==> config.mk <==
export PLATFORM = sky130hd
export DESIGN_NAME = three_extreme_point_selector_core
export DESIGN_NICKNAME = d
export VERILOG_FILES = /design/src/teps_pkg.sv /design/src/teps_front.sv /design/src/teps_queue.sv /design/src/teps_back.sv /design/src/three_extreme_point_selector_core.sv
export VERILOG_INCLUDE_DIRS = /design/src /design/src/src
export SDC_FILE = /design/constraint.sdc
export NUM_CORES = 1
export LEC_CHECK = 0
export BUFFER_PORTS_ARGS = -buffer_cell sky130_fd_sc_hd__buf_2
export CAP_MARGIN = 20
export CELL_PAD_IN_SITES_DETAIL_PLACEMENT = 2
export CELL_PAD_IN_SITES_GLOBAL_PLACEMENT = 2
export CORE_AREA = 2 2 167 169
export CTS_BUF_LIST = sky130_fd_sc_hd__clkbuf_8
export DETAILED_ROUTE_END_ITERATION = 16
export DIE_AREA = 0 0 169 171
export PLACE_DENSITY = 0.91
export SETUP_SLACK_MARGIN = 0.05
export SLEW_MARGIN = 20
export SYNTH_ARGS = -nofsm -noshare
export SYNTH_HDL_FRONTEND = slang
export SYNTH_SLANG_ARGS = --single-unit
export TNS_END_PERCENT = 50
==> constraint.sdc <==
create_clock -name aclk -period 8.3 [get_ports aclk]
set_clock_uncertainty 0.2 [all_clocks]
set_input_delay 0.415 -clock aclk [delete_from_list [all_inputs] [get_ports aclk]]
set_output_delay 0.415 -clock aclk [all_outputs]
set_load 0.01 [all_outputs]
==> src/three_extreme_point_selector_core_defines.svh <==
// Assertion macros shared by the selector modules.
// The enclosing module must provide aclk and aresetn.
`ifndef THREE_EXTREME_POINT_SELECTOR_CORE_DEFINES_SVH
`define THREE_EXTREME_POINT_SELECTOR_CORE_DEFINES_SVH

// Same-cycle implication.
`define TEPS_ASSERT_IMP(label, ante, cons, msg) \
    label: assert property (@(posedge aclk) disable iff (!aresetn) (ante) |-> (cons)) \
        else $error(msg);

// Next-cycle implication.
`define TEPS_ASSERT_NXT(label, ante, cons, msg) \
    label: assert property (@(posedge aclk) disable iff (!aresetn) (ante) |=> (cons)) \
        else $error(msg);

`endif

==> src/teps_pkg.sv <==
package teps_pkg;

    localparam int DEF_IMAGE_WIDTH  = 188;
    localparam int DEF_IMAGE_HEIGHT = 120;
    localparam int DEF_MAX_POINTS   = 256;

    localparam int CNT_W        = 9;
    localparam int V_SAT        = 127;

    localparam int QUEUE_DEPTH  = 2;
    localparam int QUEUE_PTR_W  = (QUEUE_DEPTH > 1) ? $clog2(QUEUE_DEPTH) : 1;
    localparam int QUEUE_CNT_W  = $clog2(QUEUE_DEPTH + 1);

    typedef struct packed {
        logic [7:0] point_x;
        logic [6:0] point_y;
        logic       last_point;
    } point_in_t;

    typedef struct packed {
        logic [7:0]  index_far_horizontal;
        logic [7:0]  index_far_vertical;
        logic [7:0]  index_far_product;
        logic [7:0]  score_horizontal;
        logic [6:0]  score_vertical;
        logic [14:0] score_product;
    } result_t;

    typedef struct packed {
        logic [7:0]  h;
        logic [6:0]  v;
        logic [14:0] p;
        logic [7:0]  idx;
        logic        in_range;
        logic        last_point;
    } work_t;

endpackage

==> src/teps_front.sv <==
module teps_front
    import teps_pkg::*;
#(
    parameter int IMAGE_WIDTH  = DEF_IMAGE_WIDTH,
    parameter int IMAGE_HEIGHT = DEF_IMAGE_HEIGHT,
    parameter int MAX_POINTS   = DEF_MAX_POINTS
) (
    input  logic      aclk,
    input  logic      aresetn,
    input  logic      left_side,
    input  logic      s_valid,
    output logic      s_ready,
    input  point_in_t s_point,
    output logic      q_valid,
    input  logic      q_ready,
    output work_t     q_item
);

`include "three_extreme_point_selector_core_defines.svh"

    localparam logic [7:0]       WIDTH_C  = 8'(IMAGE_WIDTH);
    localparam logic [7:0]       HEIGHT_C = 8'(IMAGE_HEIGHT);
    localparam logic [CNT_W-1:0] MAX_C    = CNT_W'(MAX_POINTS);

    logic             valid_reg, valid_next;
    work_t            item_reg, item_next;
    logic [CNT_W-1:0] cnt_reg, cnt_next;
    logic             accept;
    logic             in_range;
    logic [7:0]       h;
    logic [7:0]       y_ext;
    logic [7:0]       v_full;
    logic [6:0]       v;

    assign s_ready  = !valid_reg || q_ready;
    assign accept   = s_valid && s_ready;
    assign in_range = cnt_reg < MAX_C;

    always_comb begin
        if (left_side) begin
            h = s_point.point_x;
        end else if (s_point.point_x > WIDTH_C) begin
            h = 8'd0;
        end else begin
            h = WIDTH_C - s_point.point_x;
        end
        y_ext  = {1'b0, s_point.point_y};
        v_full = (y_ext > HEIGHT_C) ? 8'd0 : HEIGHT_C - y_ext;
        v      = (v_full > 8'(V_SAT)) ? 7'(V_SAT) : v_full[6:0];
    end

    always_comb begin
        item_next            = item_reg;
        valid_next           = valid_reg;
        cnt_next             = cnt_reg;
        if (accept) begin
            item_next.h          = h;
            item_next.v          = v;
            item_next.p          = 15'(h) * 15'(v);
            item_next.idx        = cnt_reg[7:0];
            item_next.in_range   = in_range;
            item_next.last_point = s_point.last_point;
            valid_next           = 1'b1;
            if (s_point.last_point) begin
                cnt_next = '0;
            end else if (in_range) begin
                cnt_next = cnt_reg + 1'b1;
            end
        end else if (q_ready) begin
            valid_next = 1'b0;
        end
    end

    always_ff @(posedge aclk) begin
        if (!aresetn) begin
            valid_reg <= 1'b0;
            cnt_reg   <= '0;
        end else begin
            valid_reg <= valid_next;
            cnt_reg   <= cnt_next;
        end
        item_reg <= item_next;
    end

    assign q_valid = valid_reg;
    assign q_item  = item_reg;

    `TEPS_ASSERT_IMP(a_cnt_bound, 1'b1, cnt_reg <= MAX_C, "Point counter passed its limit.")
    `TEPS_ASSERT_NXT(a_last_resets_cnt, accept && s_point.last_point, cnt_reg == '0,
        "Point counter not cleared after the last point.")

endmodule

==> src/teps_queue.sv <==
module teps_queue
    import teps_pkg::*;
(
    input  logic  aclk,
    input  logic  aresetn,
    input  logic  in_valid,
    output logic  in_ready,
    input  work_t in_item,
    output logic  out_valid,
    input  logic  out_ready,
    output work_t out_item
);

`include "three_extreme_point_selector_core_defines.svh"

    localparam logic [QUEUE_CNT_W-1:0] FULL_C = QUEUE_CNT_W'(QUEUE_DEPTH);
    localparam logic [QUEUE_PTR_W-1:0] LAST_C = QUEUE_PTR_W'(QUEUE_DEPTH - 1);

    work_t                   slot_reg [QUEUE_DEPTH];
    logic [QUEUE_PTR_W-1:0]  wr_ptr_reg, wr_ptr_next;
    logic [QUEUE_PTR_W-1:0]  rd_ptr_reg, rd_ptr_next;
    logic [QUEUE_CNT_W-1:0]  count_reg, count_next;
    logic                    push, pop;

    assign in_ready  = count_reg != FULL_C;
    assign out_valid = count_reg != '0;
    assign push      = in_valid && in_ready;
    assign pop       = out_valid && out_ready;
    assign out_item  = slot_reg[rd_ptr_reg];

    always_comb begin
        wr_ptr_next = wr_ptr_reg;
        rd_ptr_next = rd_ptr_reg;
        count_next  = count_reg;
        if (push) begin
            wr_ptr_next = (wr_ptr_reg == LAST_C) ? '0 : wr_ptr_reg + 1'b1;
        end
        if (pop) begin
            rd_ptr_next = (rd_ptr_reg == LAST_C) ? '0 : rd_ptr_reg + 1'b1;
        end
        if (push && !pop) begin
            count_next = count_reg + 1'b1;
        end else if (pop && !push) begin
            count_next = count_reg - 1'b1;
        end
    end

    always_ff @(posedge aclk) begin
        if (!aresetn) begin
            wr_ptr_reg <= '0;
            rd_ptr_reg <= '0;
            count_reg  <= '0;
        end else begin
            wr_ptr_reg <= wr_ptr_next;
            rd_ptr_reg <= rd_ptr_next;
            count_reg  <= count_next;
        end
        if (push) begin
            slot_reg[wr_ptr_reg] <= in_item;
        end
    end

    `TEPS_ASSERT_NXT(a_fills_up, push && !pop && count_reg == FULL_C - 1'b1, !in_ready,
        "Queue did not report full after its last free slot was taken.")

endmodule

==> src/teps_back.sv <==
module teps_back
    import teps_pkg::*;
(
    input  logic    aclk,
    input  logic    aresetn,
    input  logic    q_valid,
    output logic    q_ready,
    input  work_t   q_item,
    output logic    m_valid,
    input  logic    m_ready,
    output result_t m_result
);

`include "three_extreme_point_selector_core_defines.svh"

    logic [7:0]  best_h_reg, best_h_next;
    logic [6:0]  best_v_reg, best_v_next;
    logic [14:0] best_p_reg, best_p_next;
    logic [7:0]  idx_h_reg, idx_h_next;
    logic [7:0]  idx_v_reg, idx_v_next;
    logic [7:0]  idx_p_reg, idx_p_next;
    logic [6:0]  v_of_h_reg, v_of_h_next;
    logic [7:0]  h_of_v_reg, h_of_v_next;
    logic        m_valid_reg, m_valid_next;
    result_t     m_result_reg, m_result_next;
    logic        pop;
    logic        h_win, v_win, p_win;
    logic [7:0]  upd_h, upd_idx_h, upd_h_of_v;
    logic [6:0]  upd_v, upd_v_of_h;
    logic [14:0] upd_p;
    logic [7:0]  upd_idx_v, upd_idx_p;

    assign q_ready = !q_item.last_point || !m_valid_reg || m_ready;
    assign pop     = q_valid && q_ready;

    always_comb begin
        h_win = q_item.in_range && (q_item.h > best_h_reg
                || (q_item.h == best_h_reg && q_item.h != '0 && q_item.v > v_of_h_reg));
        v_win = q_item.in_range && (q_item.v > best_v_reg
                || (q_item.v == best_v_reg && q_item.v != '0 && q_item.h > h_of_v_reg));
        p_win = q_item.in_range && (q_item.p > best_p_reg);

        upd_h      = h_win ? q_item.h   : best_h_reg;
        upd_idx_h  = h_win ? q_item.idx : idx_h_reg;
        upd_v_of_h = h_win ? q_item.v   : v_of_h_reg;
        upd_v      = v_win ? q_item.v   : best_v_reg;
        upd_idx_v  = v_win ? q_item.idx : idx_v_reg;
        upd_h_of_v = v_win ? q_item.h   : h_of_v_reg;
        upd_p      = p_win ? q_item.p   : best_p_reg;
        upd_idx_p  = p_win ? q_item.idx : idx_p_reg;
    end

    always_comb begin
        best_h_next   = best_h_reg;
        best_v_next   = best_v_reg;
        best_p_next   = best_p_reg;
        idx_h_next    = idx_h_reg;
        idx_v_next    = idx_v_reg;
        idx_p_next    = idx_p_reg;
        v_of_h_next   = v_of_h_reg;
        h_of_v_next   = h_of_v_reg;
        m_result_next = m_result_reg;
        m_valid_next  = m_valid_reg && !m_ready;
        if (pop) begin
            if (q_item.last_point) begin
                m_result_next.index_far_horizontal = upd_idx_h;
                m_result_next.index_far_vertical   = upd_idx_v;
                m_result_next.index_far_product    = upd_idx_p;
                m_result_next.score_horizontal     = upd_h;
                m_result_next.score_vertical       = upd_v;
                m_result_next.score_product        = upd_p;
                m_valid_next = 1'b1;
                best_h_next  = '0;
                best_v_next  = '0;
                best_p_next  = '0;
                idx_h_next   = '0;
                idx_v_next   = '0;
                idx_p_next   = '0;
                v_of_h_next  = '0;
                h_of_v_next  = '0;
            end else begin
                best_h_next  = upd_h;
                best_v_next  = upd_v;
                best_p_next  = upd_p;
                idx_h_next   = upd_idx_h;
                idx_v_next   = upd_idx_v;
                idx_p_next   = upd_idx_p;
                v_of_h_next  = upd_v_of_h;
                h_of_v_next  = upd_h_of_v;
            end
        end
    end

    always_ff @(posedge aclk) begin
        if (!aresetn) begin
            best_h_reg  <= '0;
            best_v_reg  <= '0;
            best_p_reg  <= '0;
            idx_h_reg   <= '0;
            idx_v_reg   <= '0;
            idx_p_reg   <= '0;
            v_of_h_reg  <= '0;
            h_of_v_reg  <= '0;
            m_valid_reg <= 1'b0;
        end else begin
            best_h_reg  <= best_h_next;
            best_v_reg  <= best_v_next;
            best_p_reg  <= best_p_next;
            idx_h_reg   <= idx_h_next;
            idx_v_reg   <= idx_v_next;
            idx_p_reg   <= idx_p_next;
            v_of_h_reg  <= v_of_h_next;
            h_of_v_reg  <= h_of_v_next;
            m_valid_reg <= m_valid_next;
        end
        m_result_reg <= m_result_next;
    end

    assign m_valid  = m_valid_reg;
    assign m_result = m_result_reg;

    `TEPS_ASSERT_NXT(a_last_clears, pop && q_item.last_point,
        m_valid_reg && best_h_reg == '0 && best_v_reg == '0 && best_p_reg == '0,
        "Maxima not cleared or no result after the last point.")
    `TEPS_ASSERT_IMP(a_stall_holds_last, m_valid_reg && !m_ready && q_item.last_point,
        !q_ready, "Last point taken while the previous result was stalled.")

endmodule

==> src/three_extreme_point_selector_core.sv <==
// Picks the three extreme points of one lane edge from a stream of boundary points.
// Input: one point per transfer on s_valid/s_ready (s_point); the point that carries
// last_point closes the set. Output: one result per set on m_valid/m_ready (m_result)
// with the indices and scores of the farthest horizontal, farthest vertical and
// largest-product points. cfg_we/cfg_wdata write left_side; write it only while idle.
// Throughput is one point per cycle while no last point waits on a stalled receiver, set
// by the compare-and-update of the running maxima in the back end; the product is formed
// ahead of it in the front stage. A result reaches m_valid from the last point's transfer
// through the front register, the two-entry queue and the output register.
// When the receiver stalls, the back end keeps absorbing ordinary points; only a
// last point waits for the output register, then the queue and front fill and
// s_ready falls. Reset clears all maxima and the point count and sets left_side.
module three_extreme_point_selector_core
    import teps_pkg::*;
#(
    parameter int IMAGE_WIDTH  = DEF_IMAGE_WIDTH,
    parameter int IMAGE_HEIGHT = DEF_IMAGE_HEIGHT,
    parameter int MAX_POINTS   = DEF_MAX_POINTS
) (
    input  logic      aclk,
    input  logic      aresetn,
    input  logic      cfg_we,
    input  logic      cfg_wdata,
    input  logic      s_valid,
    output logic      s_ready,
    input  point_in_t s_point,
    output logic      m_valid,
    input  logic      m_ready,
    output result_t   m_result
);

    logic  left_side_reg;
    logic  fq_valid, fq_ready;
    work_t fq_item;
    logic  qb_valid, qb_ready;
    work_t qb_item;

    always_ff @(posedge aclk) begin
        if (!aresetn) begin
            left_side_reg <= 1'b1;
        end else if (cfg_we) begin
            left_side_reg <= cfg_wdata;
        end
    end

    teps_front #(
        .IMAGE_WIDTH  (IMAGE_WIDTH),
        .IMAGE_HEIGHT (IMAGE_HEIGHT),
        .MAX_POINTS   (MAX_POINTS)
    ) u_front (
        .aclk      (aclk),
        .aresetn   (aresetn),
        .left_side (left_side_reg),
        .s_valid   (s_valid),
        .s_ready   (s_ready),
        .s_point   (s_point),
        .q_valid   (fq_valid),
        .q_ready   (fq_ready),
        .q_item    (fq_item)
    );

    teps_queue u_queue (
        .aclk      (aclk),
        .aresetn   (aresetn),
        .in_valid  (fq_valid),
        .in_ready  (fq_ready),
        .in_item   (fq_item),
        .out_valid (qb_valid),
        .out_ready (qb_ready),
        .out_item  (qb_item)
    );

    teps_back u_back (
        .aclk     (aclk),
        .aresetn  (aresetn),
        .q_valid  (qb_valid),
        .q_ready  (qb_ready),
        .q_item   (qb_item),
        .m_valid  (m_valid),
        .m_ready  (m_ready),
        .m_result (m_result)
    );

endmodule

==> impl_metrics.tcl <==
set metrics [dict create \
    die_h_microns 171 \
    fin_setup_tns_ns 0 \
    grt_use_total_pct 30.9 \
    clock-root-buffer "clkbuf_8" \
    drt_iter0_markers 604 \
    viasPerCell 6.10 \
    fin_nets 1244 \
    reg2reg_slack_ns 1.85 \
    max_freq_ghz 0.147 \
    grt_max_degree 57 \
    hold_end "u_queue.count_reg[1]" \
    drive_above_1_share_pct 20.3 \
    slowest_delay_ns 0.91 \
    arrival_ns 6.87 \
    layout_commonest_cell "edfxtp_1" \
    layout_common_cells "174 x edfxtp_1, 125 x inv_1, 86 x nor2_1" \
    first_global_vias 10200 \
    final_max_slew_viol_count 0 \
    critPathMaxFanout 9 \
    rsz0062_at_grt "false" \
    synthCells 1009 \
    totalWireLength_microns 44400 \
    avgSynthCellArea_sq_um 12.5 \
    clockBufferDepth 3 \
    crit_slowest_cell "a31oi_1" \
    synth_warnings 0 \
    synth_flop_cell "edfxtp_1" \
    period_share_pct 81.7 \
    area_growth_pct 13.5 \
    crit_path_cell_trace "buf_2, inv_1, ha_1, nand2b_1, nor2b_1, nand3_1, a31oi_1, nor2_1, fa_1, fa_1, fa_1, inv_1, fa_1, inv_1, ha_1, a2111oi_0, a21oi_1, o21ai_0, o2111ai_1, a21oi_1, xnor2_1" \
    wl_per_cell_microns 29.7 \
    dpl_cell_area_sq_um 13400 \
    synthDistinctLibCells 61 \
    dp.cells 1407 \
    grt_pass1_wl_microns 66000 \
    p_leak_uw 0.00562 \
    antenna_left 0 \
    worst_path_most_repeated_cell "fa_1" \
    r2r_end "u_front.q_item[24]" \
    remaining_drc_errors 0 \
    min_path_type "input port to register" \
    synth.ff_latch_count 260 \
    reg2reg_depth 16 \
    first_pass_iters 5 \
    antenna_found_initial 0 \
    largest_reg_flops 80 \
    syn_area_sq_um 12600 \
    min_path_cells 2 \
    worst_pin_slew_ns 1.14 \
    rr_startpoint "left_side_reg" \
    cts_tree "yes" \
    coreArea_sq_um 27300 \
    setup_viol 0 \
    status "complete, no violations" \
    cts_sinks 260 \
    clk_pin_slew_worst_paths_ns 0.07 \
    postLayoutCellArea_sq_um 14300 \
    start_util_pct 46.2 \
    p_per_area_nw_per_um2 368 \
    die_area_sq_um 28900 \
    start_kind "input port" \
    period_minus_slack_ns 6.78 \
    hold_start "aresetn" \
    criticalPathCategory "input port to register" \
    slew_headroom_pct 22.0 \
    endpoint_kind "register" \
    htreeDepth 2 \
    vias 9107 \
    overflow 0 \
    syn-num-nets 1142 \
    timing.hold.ws_ns 0.0825 \
    cts_buffers 43 \
    dp_hpwl_microns 28600 \
    postSynth.asyncResetShare_pct 0 \
    seq_area_frac_synth_pct 55.1 \
    globalplace.congestion 0.805 \
    finalHoldViolCount 0 \
    io_buffers 77 \
    rows 61 \
    ir_worst_vdd_uv 116 \
    synth-edff-count 174 \
    stdcell_count 1493 \
    fp.dieW_microns 169 \
    clk_latency_ns 0.58 \
    maxCapViolations 0 \
    num_io_pins 78 \
    crit_required_ns 8.39 \
]
-- final cells by class --
class	count	area, sq um
fillers	2634	13000
flip-flops and latches	260	6950
multi-input cells	605	5150
clock buffers	49	674
repair buffers	94	538
well taps	346	433
inverters	107	402
clock inverters	31	168
diodes	1	2.50
-- repair_timing --
item                                    CTS  global route
endpoints found under the setup margin    0             0
hold endpoints to repair                  3             0
gates resized for setup                   0             0
buffers inserted                          0             0
hold buffers                              5             0
-- per-stage QoR --
stage / utilization (%) / setup slack [ns] / total power (uW)
5_1_grt: 52.4 / 1.27 / 5490
6_report: 52.4 / 1.52 / 5270
3_3_place_gp: 49.0 / 2.19 / 3630
2_1_floorplan: - / 2.64 / 3190
3_5_place_dp: 49.1 / 1.36 / 3960
4_1_cts: 52.4 / 1.59 / 5250
-- power breakdown --
group	total, uW	internal [uW]	switching (uW)
Sequential	1890	1750	142
Clock	1150	577	575
Combinational	2230	787	1440
-- cells in the mapped netlist (2+ instances only) --
cell	count	area, sq um
inv_1	107	402
mux2_1	3	33.8
o21ai_1	2	10.0
ha_1	82	1030
xnor2_1	17	149
or3_1	7	43.8
nand3b_1	3	22.5
a21boi_0	4	30.0
nor2b_1	6	37.5
o21ai_0	31	155
buf_1	4	15.0
and3_1	2	12.5
and2_1	5	31.3
a21oi_2	2	17.5
a32o_1	45	450
nor3_1	7	35.0
fa_1	29	581
nor4_1	7	43.8
a22o_1	23	201
buf_2	14	70.1
nor2_1	87	327
a211oi_1	9	67.6
dfxtp_1	86	1720
o2111a_1	2	22.5
xor2_1	8	70.1
a2111o_1	2	22.5
and3b_1	2	17.5
o211ai_1	4	30.0
o2bb2ai_1	2	17.5
nand4_1	16	100
buf_4	3	22.5
nand3_1	11	55.1
nand2_1	37	139
a21oi_1	31	155
o21a_1	4	30.0
edfxtp_1	174	5230
nand2b_1	8	50.1
mux2_2	66	743
a21o_1	5	37.5
or2_2	9	56.3
clkbuf_1	15	56.3
o21bai_1	3	22.5
a31oi_1	2	12.5
mux2i_1	6	60.1
-- metal layers --
layer  up-vias  wire [microns]  track usage, %
met1      4692           17600            36.5
met4         0            2340            15.9
met3       144            1990            4.95
li1       3910               -               -
met2       361           22500            54.6
met5         -               0               0
-- critical path, delay by kind of cell --
| kind | cells | cell delay (ns) |
|---|---|---|
| buffers and inverters | 4 | 0.30 |
| and+or+nand+nor | 4 | 0.77 |
| xor gates and xnor gates | 1 | 0.10 |
| AOI/OAI and AO/OA | 6 | 2.34 |
| adders and majority gates | 6 | 2.93 |
-- logic make-up after synthesis --
group,count (synthesis),share of synthesized area (%)
flip-flops,260,55.1
buffers and inverters,144,4.57
adder cells (fa/ha/maj),111,12.7
multiplexers,75,6.64
XOR/XNOR,25,1.74
AO/OA/AOI/OAI,182,11.2
AND/OR/NAND/NOR,212,8.05
-- worst max path at each step --
| stage | startpoint | end | cells after the start |
|---|---|---|---|
| 6_report | s_point[1] | u_front.q_item[24] | 21 |
| 5_1_grt | s_point[1] | u_front.q_item[24] | 21 |
| 4_1_cts | s_point[1] | u_front.q_item[24] | 21 |
| 3_5_place_dp | s_point[1] | u_front.q_item[24] | 21 |
| 3_3_place_gp | s_point[3] | u_front.q_item[24] | 21 |
| 2_1_floorplan | s_point[8] | u_front.q_item[24] | 22 |
(Power assumes the default switching activity.)
